## config.mk

```make
export PLATFORM = sky130hd
export DESIGN_NAME = status_led_priority_pattern_core
export DESIGN_NICKNAME = d
export VERILOG_FILES = /design/src/hdl/slpp_pkg.sv /design/src/hdl/status_led_priority_pattern_core.sv /design/src/hdl/slpp_regs.sv /design/src/hdl/slpp_ctrl.sv /design/src/hdl/slpp_dp.sv
export SDC_FILE = /design/constraint.sdc
export NUM_CORES = 1
export LEC_CHECK = 0
export BUFFER_PORTS_ARGS = -buffer_cell sky130_fd_sc_hd__buf_2
export CAP_MARGIN = 30
export CORE_ASPECT_RATIO = 1.2
export CORE_UTILIZATION = 40
export CTS_BUF_LIST = sky130_fd_sc_hd__clkbuf_16
export DETAILED_ROUTE_END_ITERATION = 16
export PLACE_DENSITY = 0.61
export SYNTH_ARGS = -nofsm -noshare
export SYNTH_HDL_FRONTEND = slang
export SYNTH_SLANG_ARGS = --single-unit
```

## constraint.sdc

```tcl
create_clock -name clk -period 9.6 [get_ports clk]
set_clock_uncertainty 0.2 [all_clocks]
set_input_delay 2.4 -clock clk [delete_from_list [all_inputs] [get_ports clk]]
set_output_delay 2.4 -clock clk [all_outputs]
set_load 0.01 [all_outputs]
```

## src/hdl/slpp_pkg.sv

```systemverilog
// Shared types and constants for the status LED priority pattern block.
package slpp_pkg;

    localparam int unsigned ADDR_W = 4;
    localparam int unsigned DATA_W = 32;

    localparam logic [1:0] REG_BRIGHTNESS = 2'd0;
    localparam logic [1:0] REG_FAULT_HOLD = 2'd1;
    localparam logic [1:0] REG_FLASH_HOLD = 2'd2;

    localparam logic [7:0]  BRIGHTNESS_RST = 8'd96;
    localparam logic [19:0] FAULT_HOLD_RST = 20'd120000;
    localparam logic [15:0] FLASH_HOLD_RST = 16'd250;

    localparam logic [2:0] OP_TICK      = 3'd0;
    localparam logic [2:0] OP_SET_BASE  = 3'd1;
    localparam logic [2:0] OP_LATCH     = 3'd2;
    localparam logic [2:0] OP_CLEAR     = 3'd3;
    localparam logic [2:0] OP_ACTIVITY  = 3'd4;
    localparam logic [2:0] OP_BACKLOG   = 3'd5;

    localparam logic [3:0] ST_BOOTING     = 4'd0;
    localparam logic [3:0] ST_WIFI        = 4'd1;
    localparam logic [3:0] ST_DISCOVER    = 4'd2;
    localparam logic [3:0] ST_AUTH        = 4'd3;
    localparam logic [3:0] ST_SYNC        = 4'd4;
    localparam logic [3:0] ST_HEALTHY     = 4'd5;
    localparam logic [3:0] ST_BACKLOG     = 4'd6;
    localparam logic [3:0] ST_REMOTE_FAIL = 4'd7;
    localparam logic [3:0] ST_LINK_FAIL   = 4'd8;
    localparam logic [3:0] ST_FLAPPING    = 4'd9;
    localparam logic [3:0] ST_REPAIR      = 4'd10;
    localparam logic [3:0] ST_REBOOT      = 4'd11;
    localparam logic [3:0] ST_LOCAL_FAIL  = 4'd12;
    localparam logic [3:0] ST_FATAL       = 4'd13;
    localparam logic [3:0] ST_BLOCKED     = 4'd14;

    typedef struct packed {
        logic [2:0] opcode;
        logic [3:0] status_code;
        logic       backlog_flag;
    } item_t;

    typedef struct packed {
        logic [7:0] red;
        logic [7:0] green;
        logic [7:0] blue;
        logic [3:0] shown_status;
        logic       flash_active;
    } result_t;

    typedef struct packed {
        logic capture;
        logic apply;
        logic select;
        logic load_out;
    } ctrl_cmd_t;

endpackage

```

## src/hdl/status_led_priority_pattern_core.sv

```systemverilog
// Top level of the status LED priority pattern block.
// Each item (a 1 ms tick or one status event) passes through these steps: accept, apply the
// event to the status state, select the shown status and compute the pulse level, then
// scale by brightness into the result register; the scale step waits while the previous
// result is unread. One item is in work at a time. A finished result waits in its own
// register, so the next item is accepted while the previous result is still unread.
// Configuration registers sit at byte addresses 0 (brightness), 4 (fault hold, ms) and 8
// (flash hold, ms) and are to be written only while the block is idle; it does not enforce this.
module status_led_priority_pattern_core
(
    input  logic                        clk,
    input  logic                        rst_n,
    input  logic                        item_valid,
    output logic                        item_ready,
    input  slpp_pkg::item_t             item,
    output logic                        result_valid,
    input  logic                        result_ready,
    output slpp_pkg::result_t           result,
    input  logic                        psel,
    input  logic                        penable,
    input  logic                        pwrite,
    input  logic [slpp_pkg::ADDR_W-1:0] paddr,
    input  logic [slpp_pkg::DATA_W-1:0] pwdata,
    output logic [slpp_pkg::DATA_W-1:0] prdata,
    output logic                        pready
);

    slpp_pkg::ctrl_cmd_t cmd;
    logic [7:0]          brightness;
    logic [19:0]         fault_hold_ms;
    logic [15:0]         flash_hold_ms;

    slpp_regs u_regs
    (
        .clk           (clk),
        .rst_n         (rst_n),
        .psel          (psel),
        .penable       (penable),
        .pwrite        (pwrite),
        .paddr         (paddr),
        .pwdata        (pwdata),
        .prdata        (prdata),
        .pready        (pready),
        .brightness    (brightness),
        .fault_hold_ms (fault_hold_ms),
        .flash_hold_ms (flash_hold_ms)
    );

    slpp_ctrl u_ctrl
    (
        .clk          (clk),
        .rst_n        (rst_n),
        .item_valid   (item_valid),
        .item_ready   (item_ready),
        .result_valid (result_valid),
        .result_ready (result_ready),
        .cmd          (cmd)
    );

    slpp_dp u_dp
    (
        .clk           (clk),
        .rst_n         (rst_n),
        .cmd           (cmd),
        .item          (item),
        .brightness    (brightness),
        .fault_hold_ms (fault_hold_ms),
        .flash_hold_ms (flash_hold_ms),
        .result        (result)
    );

endmodule

```

## src/hdl/slpp_regs.sv

```systemverilog
// APB-style configuration registers: brightness and hold times.
module slpp_regs
(
    input  logic                        clk,
    input  logic                        rst_n,
    input  logic                        psel,
    input  logic                        penable,
    input  logic                        pwrite,
    input  logic [slpp_pkg::ADDR_W-1:0] paddr,
    input  logic [slpp_pkg::DATA_W-1:0] pwdata,
    output logic [slpp_pkg::DATA_W-1:0] prdata,
    output logic                        pready,
    output logic [7:0]                  brightness,
    output logic [19:0]                 fault_hold_ms,
    output logic [15:0]                 flash_hold_ms
);

    logic [7:0]  brightness_reg;
    logic [19:0] fault_hold_reg;
    logic [15:0] flash_hold_reg;
    logic        wr_en;
    logic [1:0]  reg_idx;

    assign pready  = 1'b1;
    assign wr_en   = psel && penable && pwrite;
    assign reg_idx = paddr[3:2];

    always_ff @(posedge clk or negedge rst_n)
    begin
        if (!rst_n)
        begin
            brightness_reg <= slpp_pkg::BRIGHTNESS_RST;
            fault_hold_reg <= slpp_pkg::FAULT_HOLD_RST;
            flash_hold_reg <= slpp_pkg::FLASH_HOLD_RST;
        end
        else if (wr_en)
        begin
            unique case (reg_idx)
                slpp_pkg::REG_BRIGHTNESS: brightness_reg <= pwdata[7:0];
                slpp_pkg::REG_FAULT_HOLD: fault_hold_reg <= pwdata[19:0];
                slpp_pkg::REG_FLASH_HOLD: flash_hold_reg <= pwdata[15:0];
                default: ;
            endcase
        end
    end

    always_comb
    begin
        unique case (reg_idx)
            slpp_pkg::REG_BRIGHTNESS: prdata = {24'd0, brightness_reg};
            slpp_pkg::REG_FAULT_HOLD: prdata = {12'd0, fault_hold_reg};
            slpp_pkg::REG_FLASH_HOLD: prdata = {16'd0, flash_hold_reg};
            default:                  prdata = '0;
        endcase
    end

    assign brightness    = brightness_reg;
    assign fault_hold_ms = fault_hold_reg;
    assign flash_hold_ms = flash_hold_reg;

endmodule

```

## src/hdl/slpp_ctrl.sv

```systemverilog
// Sequencer: accept, apply, select, scale, and result valid tracking.
module slpp_ctrl
(
    input  logic                  clk,
    input  logic                  rst_n,
    input  logic                  item_valid,
    output logic                  item_ready,
    output logic                  result_valid,
    input  logic                  result_ready,
    output slpp_pkg::ctrl_cmd_t   cmd
);

    typedef enum logic [3:0] {
        S_IDLE   = 4'b0001,
        S_APPLY  = 4'b0010,
        S_SELECT = 4'b0100,
        S_SCALE  = 4'b1000
    } state_t;

    state_t state_reg;
    state_t state_next;
    logic   out_valid_reg;
    logic   out_valid_next;

    always_comb
    begin
        state_next   = state_reg;
        cmd          = '0;
        item_ready   = 1'b0;
        unique case (state_reg)
            S_IDLE:
            begin
                item_ready  = 1'b1;
                cmd.capture = item_valid;
                if (item_valid)
                begin
                    state_next = S_APPLY;
                end
            end
            S_APPLY:
            begin
                cmd.apply  = 1'b1;
                state_next = S_SELECT;
            end
            S_SELECT:
            begin
                cmd.select = 1'b1;
                state_next = S_SCALE;
            end
            S_SCALE:
            begin
                if (!out_valid_reg || result_ready)
                begin
                    cmd.load_out = 1'b1;
                    state_next   = S_IDLE;
                end
            end
            default:
            begin
                state_next = S_IDLE;
            end
        endcase
    end

    always_comb
    begin
        priority if (cmd.load_out)
        begin
            out_valid_next = 1'b1;
        end
        else if (result_ready)
        begin
            out_valid_next = 1'b0;
        end
        else
        begin
            out_valid_next = out_valid_reg;
        end
    end

    always_ff @(posedge clk or negedge rst_n)
    begin
        if (!rst_n)
        begin
            state_reg     <= S_IDLE;
            out_valid_reg <= 1'b0;
        end
        else
        begin
            state_reg     <= state_next;
            out_valid_reg <= out_valid_next;
        end
    end

    assign result_valid = out_valid_reg;

endmodule

```

## src/hdl/slpp_dp.sv

```systemverilog
// Datapath: status state, priority selection, pattern render and scaling.
module slpp_dp
(
    input  logic                  clk,
    input  logic                  rst_n,
    input  slpp_pkg::ctrl_cmd_t   cmd,
    input  slpp_pkg::item_t       item,
    input  logic [7:0]            brightness,
    input  logic [19:0]           fault_hold_ms,
    input  logic [15:0]           flash_hold_ms,
    output slpp_pkg::result_t     result
);

    localparam logic [10:0] SLOW_WRAP   = 11'd1999;
    localparam logic [8:0]  FAST_WRAP   = 9'd299;
    localparam logic [6:0]  PRIO_BACKLOG = 7'd55;
    localparam logic [12:0] RECIP_50     = 13'd5243;

    function automatic logic [6:0] prio_of(input logic [3:0] s);
        logic [6:0] p;
        begin
            unique case (s)
                slpp_pkg::ST_BOOTING:     p = 7'd20;
                slpp_pkg::ST_WIFI:        p = 7'd30;
                slpp_pkg::ST_DISCOVER:    p = 7'd40;
                slpp_pkg::ST_AUTH:        p = 7'd50;
                slpp_pkg::ST_SYNC:        p = 7'd60;
                slpp_pkg::ST_HEALTHY:     p = 7'd10;
                slpp_pkg::ST_BACKLOG:     p = 7'd55;
                slpp_pkg::ST_REMOTE_FAIL: p = 7'd80;
                slpp_pkg::ST_LINK_FAIL:   p = 7'd75;
                slpp_pkg::ST_FLAPPING:    p = 7'd74;
                slpp_pkg::ST_REPAIR:      p = 7'd72;
                slpp_pkg::ST_REBOOT:      p = 7'd90;
                slpp_pkg::ST_LOCAL_FAIL:  p = 7'd85;
                slpp_pkg::ST_FATAL:       p = 7'd100;
                slpp_pkg::ST_BLOCKED:     p = 7'd70;
                default:                  p = 7'd10;
            endcase
            return p;
        end
    endfunction

    function automatic logic is_fault(input logic [3:0] s);
        begin
            return (s == slpp_pkg::ST_REMOTE_FAIL) || (s == slpp_pkg::ST_LINK_FAIL) ||
                   (s == slpp_pkg::ST_REPAIR) || (s == slpp_pkg::ST_BLOCKED) ||
                   (s == slpp_pkg::ST_LOCAL_FAIL) || (s == slpp_pkg::ST_FATAL);
        end
    endfunction

    // v*b/255 for a 16-bit product: (x + 1 + (x >> 8)) >> 8
    function automatic logic [7:0] scale_ch(input logic [7:0] v, input logic [7:0] b);
        logic [15:0] x;
        logic [16:0] t;
        begin
            x = v * b;
            t = {1'b0, x} + 17'd1 + {9'd0, x[15:8]};
            return t[15:8];
        end
    endfunction

    // item capture
    slpp_pkg::item_t item_reg;

    // status state
    logic [3:0]  base_reg,       base_next;
    logic        backlog_reg,    backlog_next;
    logic [3:0]  held_reg,       held_next;
    logic        fheld_reg,      fheld_next;
    logic [19:0] frem_reg,       frem_next;
    logic [15:0] flrem_reg,      flrem_next;
    logic [10:0] slow_reg,       slow_next;
    logic [8:0]  fast_reg,       fast_next;

    // select stage
    logic [3:0]  sel_reg,        sel_next;
    logic        flash_reg,      flash_next;
    logic [7:0]  pulse_reg,      pulse_next;
    logic        slow_on_reg,    slow_on_next;
    logic        fast_on_reg,    fast_on_next;
    logic        heart_on_reg,   heart_on_next;

    // scale stage
    slpp_pkg::result_t out_reg, out_next;

    logic [9:0]  tri_val;
    logic [13:0] tri9;
    logic [26:0] recip_prod;
    logic [7:0]  r_raw, g_raw, b_raw;
    logic [7:0]  bright_eff;

    // apply the event, then drop an expired non-fatal fault
    always_comb
    begin
        base_next    = base_reg;
        backlog_next = backlog_reg;
        held_next    = held_reg;
        fheld_next   = fheld_reg;
        frem_next    = frem_reg;
        flrem_next   = flrem_reg;
        slow_next    = slow_reg;
        fast_next    = fast_reg;
        unique case (item_reg.opcode)
            slpp_pkg::OP_TICK:
            begin
                slow_next = (slow_reg == SLOW_WRAP) ? 11'd0 : slow_reg + 11'd1;
                fast_next = (fast_reg == FAST_WRAP) ? 9'd0 : fast_reg + 9'd1;
                if (frem_reg != 20'd0)
                begin
                    frem_next = frem_reg - 20'd1;
                end
                if (flrem_reg != 16'd0)
                begin
                    flrem_next = flrem_reg - 16'd1;
                end
            end
            slpp_pkg::OP_SET_BASE:
            begin
                base_next = item_reg.status_code;
                if (item_reg.status_code == slpp_pkg::ST_FATAL)
                begin
                    held_next  = item_reg.status_code;
                    fheld_next = 1'b1;
                    frem_next  = fault_hold_ms;
                end
            end
            slpp_pkg::OP_LATCH:
            begin
                if (is_fault(item_reg.status_code))
                begin
                    held_next  = item_reg.status_code;
                    fheld_next = 1'b1;
                    frem_next  = fault_hold_ms;
                    if (item_reg.status_code == slpp_pkg::ST_FATAL)
                    begin
                        base_next = item_reg.status_code;
                    end
                end
            end
            slpp_pkg::OP_CLEAR:
            begin
                if (item_reg.status_code != slpp_pkg::ST_FATAL && fheld_reg &&
                    held_reg == item_reg.status_code)
                begin
                    fheld_next = 1'b0;
                end
            end
            slpp_pkg::OP_ACTIVITY:
            begin
                flrem_next = flash_hold_ms;
            end
            slpp_pkg::OP_BACKLOG:
            begin
                backlog_next = item_reg.backlog_flag;
            end
            default: ;
        endcase
        if (fheld_next && frem_next == 20'd0 && held_next != slpp_pkg::ST_FATAL)
        begin
            fheld_next = 1'b0;
        end
    end

    // select the shown status and the pattern phases
    always_comb
    begin
        sel_next = base_reg;
        if (base_reg == slpp_pkg::ST_HEALTHY && backlog_reg)
        begin
            sel_next = slpp_pkg::ST_BACKLOG;
        end
        if (fheld_reg && frem_reg != 20'd0 && prio_of(held_reg) > prio_of(sel_next))
        begin
            sel_next = held_reg;
        end
        flash_next    = (flrem_reg != 16'd0) && (prio_of(sel_next) <= PRIO_BACKLOG);
        slow_on_next  = (slow_reg < 11'd500) || (slow_reg >= 11'd1000 && slow_reg < 11'd1500);
        fast_on_next  = fast_reg < 9'd150;
        heart_on_next = (slow_reg < 11'd120) || (slow_reg >= 11'd260 && slow_reg < 11'd380);
        tri_val       = (slow_reg < 11'd1000) ? slow_reg[9:0]
                                              : 10'((11'd2000 - slow_reg));
        tri9          = {1'b0, tri_val, 3'b000} + {4'd0, tri_val};
        recip_prod    = tri9 * RECIP_50;
        pulse_next    = 8'(recip_prod[26:18]) + 8'd32;
    end

    // render the pattern and scale by brightness
    always_comb
    begin
        r_raw = 8'd0;
        g_raw = 8'd0;
        b_raw = 8'd0;
        if (flash_reg)
        begin
            g_raw = 8'd255;
        end
        else
        begin
            unique case (sel_reg)
                slpp_pkg::ST_BOOTING:
                begin
                    r_raw = pulse_reg;
                    g_raw = pulse_reg;
                    b_raw = pulse_reg;
                end
                slpp_pkg::ST_WIFI:     b_raw = slow_on_reg ? 8'd255 : 8'd0;
                slpp_pkg::ST_DISCOVER:
                begin
                    g_raw = pulse_reg;
                    b_raw = pulse_reg;
                end
                slpp_pkg::ST_AUTH:
                begin
                    g_raw = 8'd255;
                    b_raw = 8'd255;
                end
                slpp_pkg::ST_SYNC:
                begin
                    r_raw = pulse_reg;
                    b_raw = pulse_reg;
                end
                slpp_pkg::ST_HEALTHY:  g_raw = 8'd255;
                slpp_pkg::ST_BACKLOG:
                begin
                    r_raw = heart_on_reg ? 8'd255 : 8'd20;
                    g_raw = heart_on_reg ? 8'd160 : 8'd12;
                end
                slpp_pkg::ST_REMOTE_FAIL:
                begin
                    r_raw = slow_on_reg ? 8'd255 : 8'd0;
                    g_raw = slow_on_reg ? 8'd80 : 8'd0;
                end
                slpp_pkg::ST_LINK_FAIL:
                begin
                    r_raw = slow_on_reg ? 8'd255 : 8'd0;
                    g_raw = slow_on_reg ? 8'd220 : 8'd0;
                end
                slpp_pkg::ST_FLAPPING:
                begin
                    r_raw = fast_on_reg ? 8'd255 : 8'd0;
                    g_raw = fast_on_reg ? 8'd120 : 8'd40;
                    b_raw = fast_on_reg ? 8'd0 : 8'd90;
                end
                slpp_pkg::ST_REPAIR:
                begin
                    r_raw = slow_on_reg ? 8'd255 : 8'd0;
                    g_raw = slow_on_reg ? 8'd170 : 8'd0;
                end
                slpp_pkg::ST_REBOOT:   r_raw = fast_on_reg ? 8'd255 : 8'd0;
                slpp_pkg::ST_LOCAL_FAIL:
                begin
                    r_raw = slow_on_reg ? 8'd255 : 8'd0;
                    g_raw = slow_on_reg ? 8'd24 : 8'd0;
                end
                slpp_pkg::ST_FATAL:    r_raw = 8'd255;
                slpp_pkg::ST_BLOCKED:
                begin
                    r_raw = slow_on_reg ? 8'd255 : 8'd0;
                    b_raw = slow_on_reg ? 8'd255 : 8'd0;
                end
                default: ;
            endcase
        end
        bright_eff            = (brightness == 8'd0) ? 8'd1 : brightness;
        out_next.red          = scale_ch(r_raw, bright_eff);
        out_next.green        = scale_ch(g_raw, bright_eff);
        out_next.blue         = scale_ch(b_raw, bright_eff);
        out_next.shown_status = sel_reg;
        out_next.flash_active = flash_reg;
    end

    always_ff @(posedge clk or negedge rst_n)
    begin
        if (!rst_n)
        begin
            base_reg    <= slpp_pkg::ST_BOOTING;
            backlog_reg <= 1'b0;
            held_reg    <= 4'd0;
            fheld_reg   <= 1'b0;
            frem_reg    <= 20'd0;
            flrem_reg   <= 16'd0;
            slow_reg    <= 11'd0;
            fast_reg    <= 9'd0;
        end
        else if (cmd.apply)
        begin
            base_reg    <= base_next;
            backlog_reg <= backlog_next;
            held_reg    <= held_next;
            fheld_reg   <= fheld_next;
            frem_reg    <= frem_next;
            flrem_reg   <= flrem_next;
            slow_reg    <= slow_next;
            fast_reg    <= fast_next;
        end
    end

    always_ff @(posedge clk)
    begin
        if (cmd.capture)
        begin
            item_reg <= item;
        end
        if (cmd.select)
        begin
            sel_reg      <= sel_next;
            flash_reg    <= flash_next;
            pulse_reg    <= pulse_next;
            slow_on_reg  <= slow_on_next;
            fast_on_reg  <= fast_on_next;
            heart_on_reg <= heart_on_next;
        end
        if (cmd.load_out)
        begin
            out_reg <= out_next;
        end
    end

    assign result = out_reg;

endmodule

```

## Yosys cells after proc, flatten, opt, wreduce, memory -nomap -nowiden

Memory sizes are Yosys's and may differ from the RTL's.
Index checks and enable logic that the tools add are counted.

- Multiplexer cells: 51
- Order comparisons: 10
- Eq/ne operators: 42
- Reduce and logical (&&, ||, !) cells: 46
- Add/subtract/negate cells: 13
- Multiply operators: 4

Operator list:

| operator | number |
|---|---|
| $pmux 20 s3 | 2 |
| $mux 8 | 10 |
| $pmux 8 s8 | 1 |
| $mux 20 | 3 |
| $eq 4x4->1 const B | 13 |
| $add 16x1->16 const B | 3 |
| $add 16x8->16 | 3 |
| $mul 8x8->16 | 3 |
| $pmux 8 s5 | 1 |
| $mux 4 | 8 |
| $pmux 16 s2 | 1 |
| $pmux 8 s4 | 1 |
| $eq 4x3->1 const B | 7 |
| $mul 14x13->26 const B | 1 |
| $lt 11x9->1 const B | 2 |
| $mux 7 | 3 |
| $logic_not 20->1 | 1 |
| $reduce_bool 20->1 | 1 |
| $sub 20x1->20 const B | 1 |
| $mux 16 | 1 |
| $pmux 4 s2 | 2 |
| $pmux 4 s4 | 1 |
| $reduce_bool 16->1 | 1 |
| $sub 16x1->16 const B | 1 |
| other kinds (46) | 95 |

- Input bits: 51
- Register bits: 168
- Memories kept: 3
- Logic and storage cells: 196
- Output and inout bits: 64
- Memory bits (read-only): 336

Memories:

| memory | words | bits a word | rd ports | clocked after Yosys merged registers in | wr ports | RTL line | RTL |
|---|---|---|---|---|---|---|---|
| (name not given) | 16 | 7 | 1 | 0 | 0 | slpp_dp.sv:22 | `unique case (s)` |
| (name not given) | 16 | 7 | 1 | 0 | 0 | slpp_dp.sv:22 |  |
| (name not given) | 16 | 7 | 1 | 0 | 0 | slpp_dp.sv:22 |  |

## Longest topological paths before layout

- Depth in word-level cells: 12
- Gate-level depth with buffers: 41
- Depth with buffers taken out: 40

## By module

A second synthesis with hierarchy kept.

- Cell total of the unflattened synthesis: 2,295
- Area total of the unflattened synthesis: 20,828.7 µm²

By module, submodules not included:

| module | instances | area each (µm²) | cells each | seq. area each (µm²) |
|---|---|---|---|---|
| slpp_dp | 1 | 18,436.4 | 2,115 | 3,243.1 |
| slpp_regs | 1 | 2,117.0 | 154 | 1,119.8 |
| slpp_ctrl | 1 | 275.3 | 26 | 126.4 |

## Least setup slack after synthesis

Ideal clock, no wire load.

- Path kind: reg-to-reg
- From: reg u_dp.slow_reg[3]
- To: reg u_dp.pulse_reg[7] (data pin)
- Cell stages (with the launch flop): 36
- Path buffers: 1
- Clock period less this slack: 8,758 ps
- Arrival time: 8,298 ps
- Data required time: 9,140 ps
- Library setup time: 260 ps
- Path slack: 842 ps
- Cell sequence: dfrtp_1 -> buf_2 -> o211ai_1 -> nor2_1 -> a21o_1 -> o21ai_0 -> ha_1 -> a21o_1 -> a21oi_1 -> o21bai_1 -> a21oi_1 -> o21bai_1 -> a21oi_1 -> nor3_1 -> xnor2_1 -> fa_1 -> ha_1 -> fa_1 -> fa_1 -> inv_1 -> fa_1 -> inv_1 -> ha_1 -> a211o_1 -> a211oi_1 -> o211ai_1 -> nand3_1 -> nand3b_1 -> a21oi_1 -> xnor2_1 -> ha_1 -> xor2_1 -> xnor2_1 -> xnor2_1 -> xnor2_1 -> xnor2_1

- Longest elaborated chain between the ends: 5
- Elaborated cells between the ends (all ways): 6
- Those cells by class: add/sub (3); mul (1); order compare (1); mux (1)

RTL lines:

| what | RTL line | RTL |
|---|---|---|
| from (decl) | slpp_dp.sv:73 | `logic [10:0] slow_reg, slow_next;` |
| from (signal assigned) | slpp_dp.sv:294 | `slow_reg <= slow_next;` |
| $sub 10x10->10 / $lt 11x10->1 (equally long branches) | slpp_dp.sv:182, slpp_dp.sv:181 |  |
| $mux 10 * | slpp_dp.sv:181 | `tri_val = (slow_reg < 11'd1000) ? slow_reg[9:0]` |
| $add 13x10->14 * | slpp_dp.sv:183 | `tri9 = {1'b0, tri_val, 3'b000} + {4'd0, tri_val};` |
| $mul 14x13->26 * | slpp_dp.sv:184 | `recip_prod = tri9 * RECIP_50;` |
| $add 8x6->8 * | slpp_dp.sv:185 | `pulse_next = 8'(recip_prod[26:18]) + 8'd32;` |
| named net u_dp.pulse_next[7] | slpp_dp.sv:79 | `logic [7:0] pulse_reg, pulse_next;` |
| to (signal assigned) | slpp_dp.sv:309 | `pulse_reg <= pulse_next;` |
| to (decl) | slpp_dp.sv:79 |  |

The timed path passes the listed nets; every way through them passes the cells marked *.
A chain may end at the register's enable or synchronous reset.

## Worst setup path in the final report

Same ends and word-level chain as after synthesis.

==> impl_summary.txt <==
----------------------------------------------------
[Synthesis]
  Share of the synthesized area in the top cell type ... 0.163
  Number of synthesis warnings ... 0
  Number of synthesized flops with an enable pin ... 53
  Mean post-synth cell area ... between 8 and 9 um^2
  Library cells used by synthesis ... a little under 100
  Number of instances in the synthesized netlist ... roughly 2.3k
  Cells taking the most area after synthesis ... sky130_fd_sc_hd__fa_1, sky130_fd_sc_hd__ha_1, sky130_fd_sc_hd__dfrtp_1
  Most area-hungry cell type in the Yosys netlist ... sky130_fd_sc_hd__fa_1
  Commonest cells in the netlist ... sky130_fd_sc_hd__inv_1, sky130_fd_sc_hd__ha_1, sky130_fd_sc_hd__nand2_1
  Most instantiated library cell after synthesis ... sky130_fd_sc_hd__inv_1
  Most used flip-flop cell after synthesis ... sky130_fd_sc_hd__dfrtp_1
  Register area share after synthesis ... 0.214
  Proportion of synthesized flip-flops having asynchronous set or reset ... 0.685
  Synthesized cell area ... 0.0209 mm^2
  Post-synthesis sequential element count ... roughly 170

[Detailed routing]
  Highest routed layer ... met4
  Routed length on met2 ... 24.6 mm
  ANT nets after route ... 0
  WL final ... roughly 48 mm
  Routed wire per std cell ... 15.5 um
  Via-per-instance ratio ... 5.33
  Routed via count ... ~16k
  Met3 WL post-DR ... roughly 1.3 mm
  Post-Route M1 WL ... ~21 mm
  Detailed router's first-iteration violation count ... between 1k and 1.5k
  Remaining DRCs ... 0
  Pre-Repair DR Iteration Count ... 5

[Finish]
  Final Instance Count excl. Fillers ... slightly above 3k
  Fillers ... 4987
  Area growth syn-to-layout ... 8.34%
  Flip-flop and latch area ... roughly 0.0045 mm^2
  Fraction of final layout cells with drive strength greater than 1 ... 0.108
  Layout Cell Area excl Fill ... roughly 0.023 mm^2
  Multi-input gate area in the final layout ... roughly 0.015 mm^2
  Flip-flop count of the largest register after layout ... 29
  Net total in the final layout ... between 2k and 3k
  Fin util ... 0.440
  Total inserted antenna cells ... 0

[Worst setup path]
  Max stage delay cell, worst path ... sky130_fd_sc_hd__fa_1
  CP max stage delay ... between 0.5 and 0.6 ns
  Launching element type of the critical path ... flip-flop
  Classification of the worst setup path ... reg -> reg
  Max Fanout on Critical Path ... 10
  Most frequent cell on the critical path ... sky130_fd_sc_hd__xnor2_1
  Data arrival time of the critical path ... between 8 and 9 ns
  Crit. End Element ... flip-flop
  Data required time of the critical path ... around 9.6 ns

[Die]
  Die extent in x ... 211 um
  Num rows ... 91
  Core box area ... approximately 0.052 mm^2
  Die outline area ... roughly 0.053 mm^2
  Boundary pin count ... around 120
  Height of the die ... roughly 250 um
  Starting density of the core ... 0.406

[Timing]
  Shortest period the worst path allows ... ~8.8 ns
  Final Max Tran Viols ... 0
  Worst setup slack after layout ... 0.797 ns
  Worst slew margin ... 0.300
  Hold_ws ... between 0.2 and 0.3 ns
  Fin crit share ... 0.917
  Hold Vio Cnt, Final ... 0
  RSZ-0062 raised after global routing ... no
  Summed negative setup slack over all endpoints ... 0 ns
  Highest achievable clock rate ... 0.114 GHz
  Final count of negative-setup-slack endpoints ... 0
  Worst slew pin tran ... approximately 1.0 ns

[GRT]
  Vias in the first global route ... 16.6k
  First-pass GRT wire length ... approximately 81 mm
  GRT Overall Usage ... 0.186
  Number of antenna violations at the first check in global routing ... 0
  Overflow left after global routing ... 0
  Largest net degree at the start of global routing ... 75

[Flow run]
  Count of max-cap constraint violations ... 0

[Run status]
  Run status ... finished, final reports clean

[CTS]
  TritonCTS clock tree ... built
  Count of instances resized after the clock tree is built ... 0
  Clock net sink count ... between 150 and 200
  Worst-path clk slew ... ~0.08 ns
  Max Root-Sink Buffers ... 2
  Post-CTS setup buffers ... 0
  CTS HTree Levels ... 4
  Latest clock arrival within the worst-skew pair ... around 0.49 ns
  Number of buffers created by CTS ... 17
  # hold bufs at CTS ... 0
  Root Driver ... sky130_fd_sc_hd__clkbuf_16

[Hold path]
  Class of the worst hold path ... reg -> reg

[Pwr]
  Total power divided by cell area ... roughly 220 mW/mm^2
  Post-route total power ... about 5 mW
  Static leakage power ... roughly 11 nW
  Peak ir drop on the vdd network ... approximately 0.00026 V

[Place]
  Cells after DPL ... between 3k and 4k
  Routability Congestion ... a little under 0.9
  Post-detail-place hpwl ... around 38 mm
  Dpl cell area ... approximately 0.022 mm^2
  Worst slack after detailed placement ... 0.392 ns
  Number of buffer cells added on primary ports ... between 80 and 90

----------------------------------------------------
==> critical path: cells and delay by family, from the launching register on <==
kind	cells	cell delay, ns
AO/OA/AOI/OAI	10	1.88
XOR/XNOR	8	1.36
adder cells (fa/ha/maj)	9	3.39
buffers and inverters	4	0.35
flip-flops	1	0.48
AND/OR/NAND/NOR	6	0.89
==> cell type report <==
class	instances	area share
sequential	168	0.198
clock buffer	17	0.0187
tap	697	0.0384
multi-input combinational	1745	0.652
clock inverter	15	0.00805
timing repair buffer	110	0.0285
inverter	337	0.0557
==> path summary, 6_finish.rpt <==
kind | from | end | slack, ns | depth (start not counted)
max | u_dp.slow_reg[3]$_DFFE_PN0P_ | u_dp.pulse_reg[7]$_DFFE_PP_ | 0.80 | 37
min | u_dp.item_reg[0]$_DFFE_PP_ | u_dp.backlog_reg$_DFFE_PN0P_ | 0.29 | 1
max reg2reg | u_dp.slow_reg[3]$_DFFE_PN0P_ | u_dp.pulse_reg[7]$_DFFE_PP_ | 0.80 | 37
min reg2reg | u_dp.item_reg[0]$_DFFE_PP_ | u_dp.backlog_reg$_DFFE_PN0P_ | 0.29 | 1
max in group asynchronous | rst_n | u_regs.brightness[6]$_DFFE_PN1P_ | 6.54 | 3
min in group asynchronous | rst_n | u_regs.fault_hold_ms[17]$_DFFE_PN0P_ | 1.67 | 1
==> cell usage in the layout, fill, tap and decap left out, drive strengths merged, types with 8 or more instances in the layout <==
cell type / n
o21ai: 115
edfxtp: 53
a21o: 23
conb: 13
dfrtp: 99
nand4: 20
fa: 171
o31ai: 10
and2: 117
mux2i: 12
a22o: 9
a31oi: 17
a211o: 8
clkbuf: 17
o41ai: 8
o21bai: 8
nor3: 45
nand2b: 32
nor2: 136
a221oi: 8
xnor2: 61
mux2: 53
buf: 110
nand2: 202
a21oi: 109
a211oi: 12
ha: 258
o221ai: 13
or3: 12
nor2b: 40
dfstp: 16
and3: 9
o21a: 8
nand3: 47
xor2: 32
nor4: 17
o211ai: 20
inv: 344
==> report_power, final <==
group	leakage, nW	internal (mW)	switching [mW]	total (mW)
Clock	0.301	0.373	0.358	0.731
Sequential	1.96	0.959	0.288	1.25
Combinational	8.96	1.34	1.77	3.10
==> logic make-up after synthesis <==
kind of cell	after synthesis	synth area share
AND/OR/NAND/NOR	719	0.176
buffers and inverters	438	0.0820
adder cells (fa/ha/maj)	430	0.318
AO/OA/AOI/OAI	424	0.135
flip-flops	168	0.214
XOR/XNOR	93	0.0389
multiplexers	66	0.0353
other	2	0.000359
==> metal layers <==
layer | global-route usage | vias up
met1 | 0.231 | 8158
met4 | 0.0565 | 0
met2 | 0.333 | 269
met5 | 0 | -
li1 | - | 7993
met3 | 0.0266 | 57
Power figures use the tool's default switching activity.
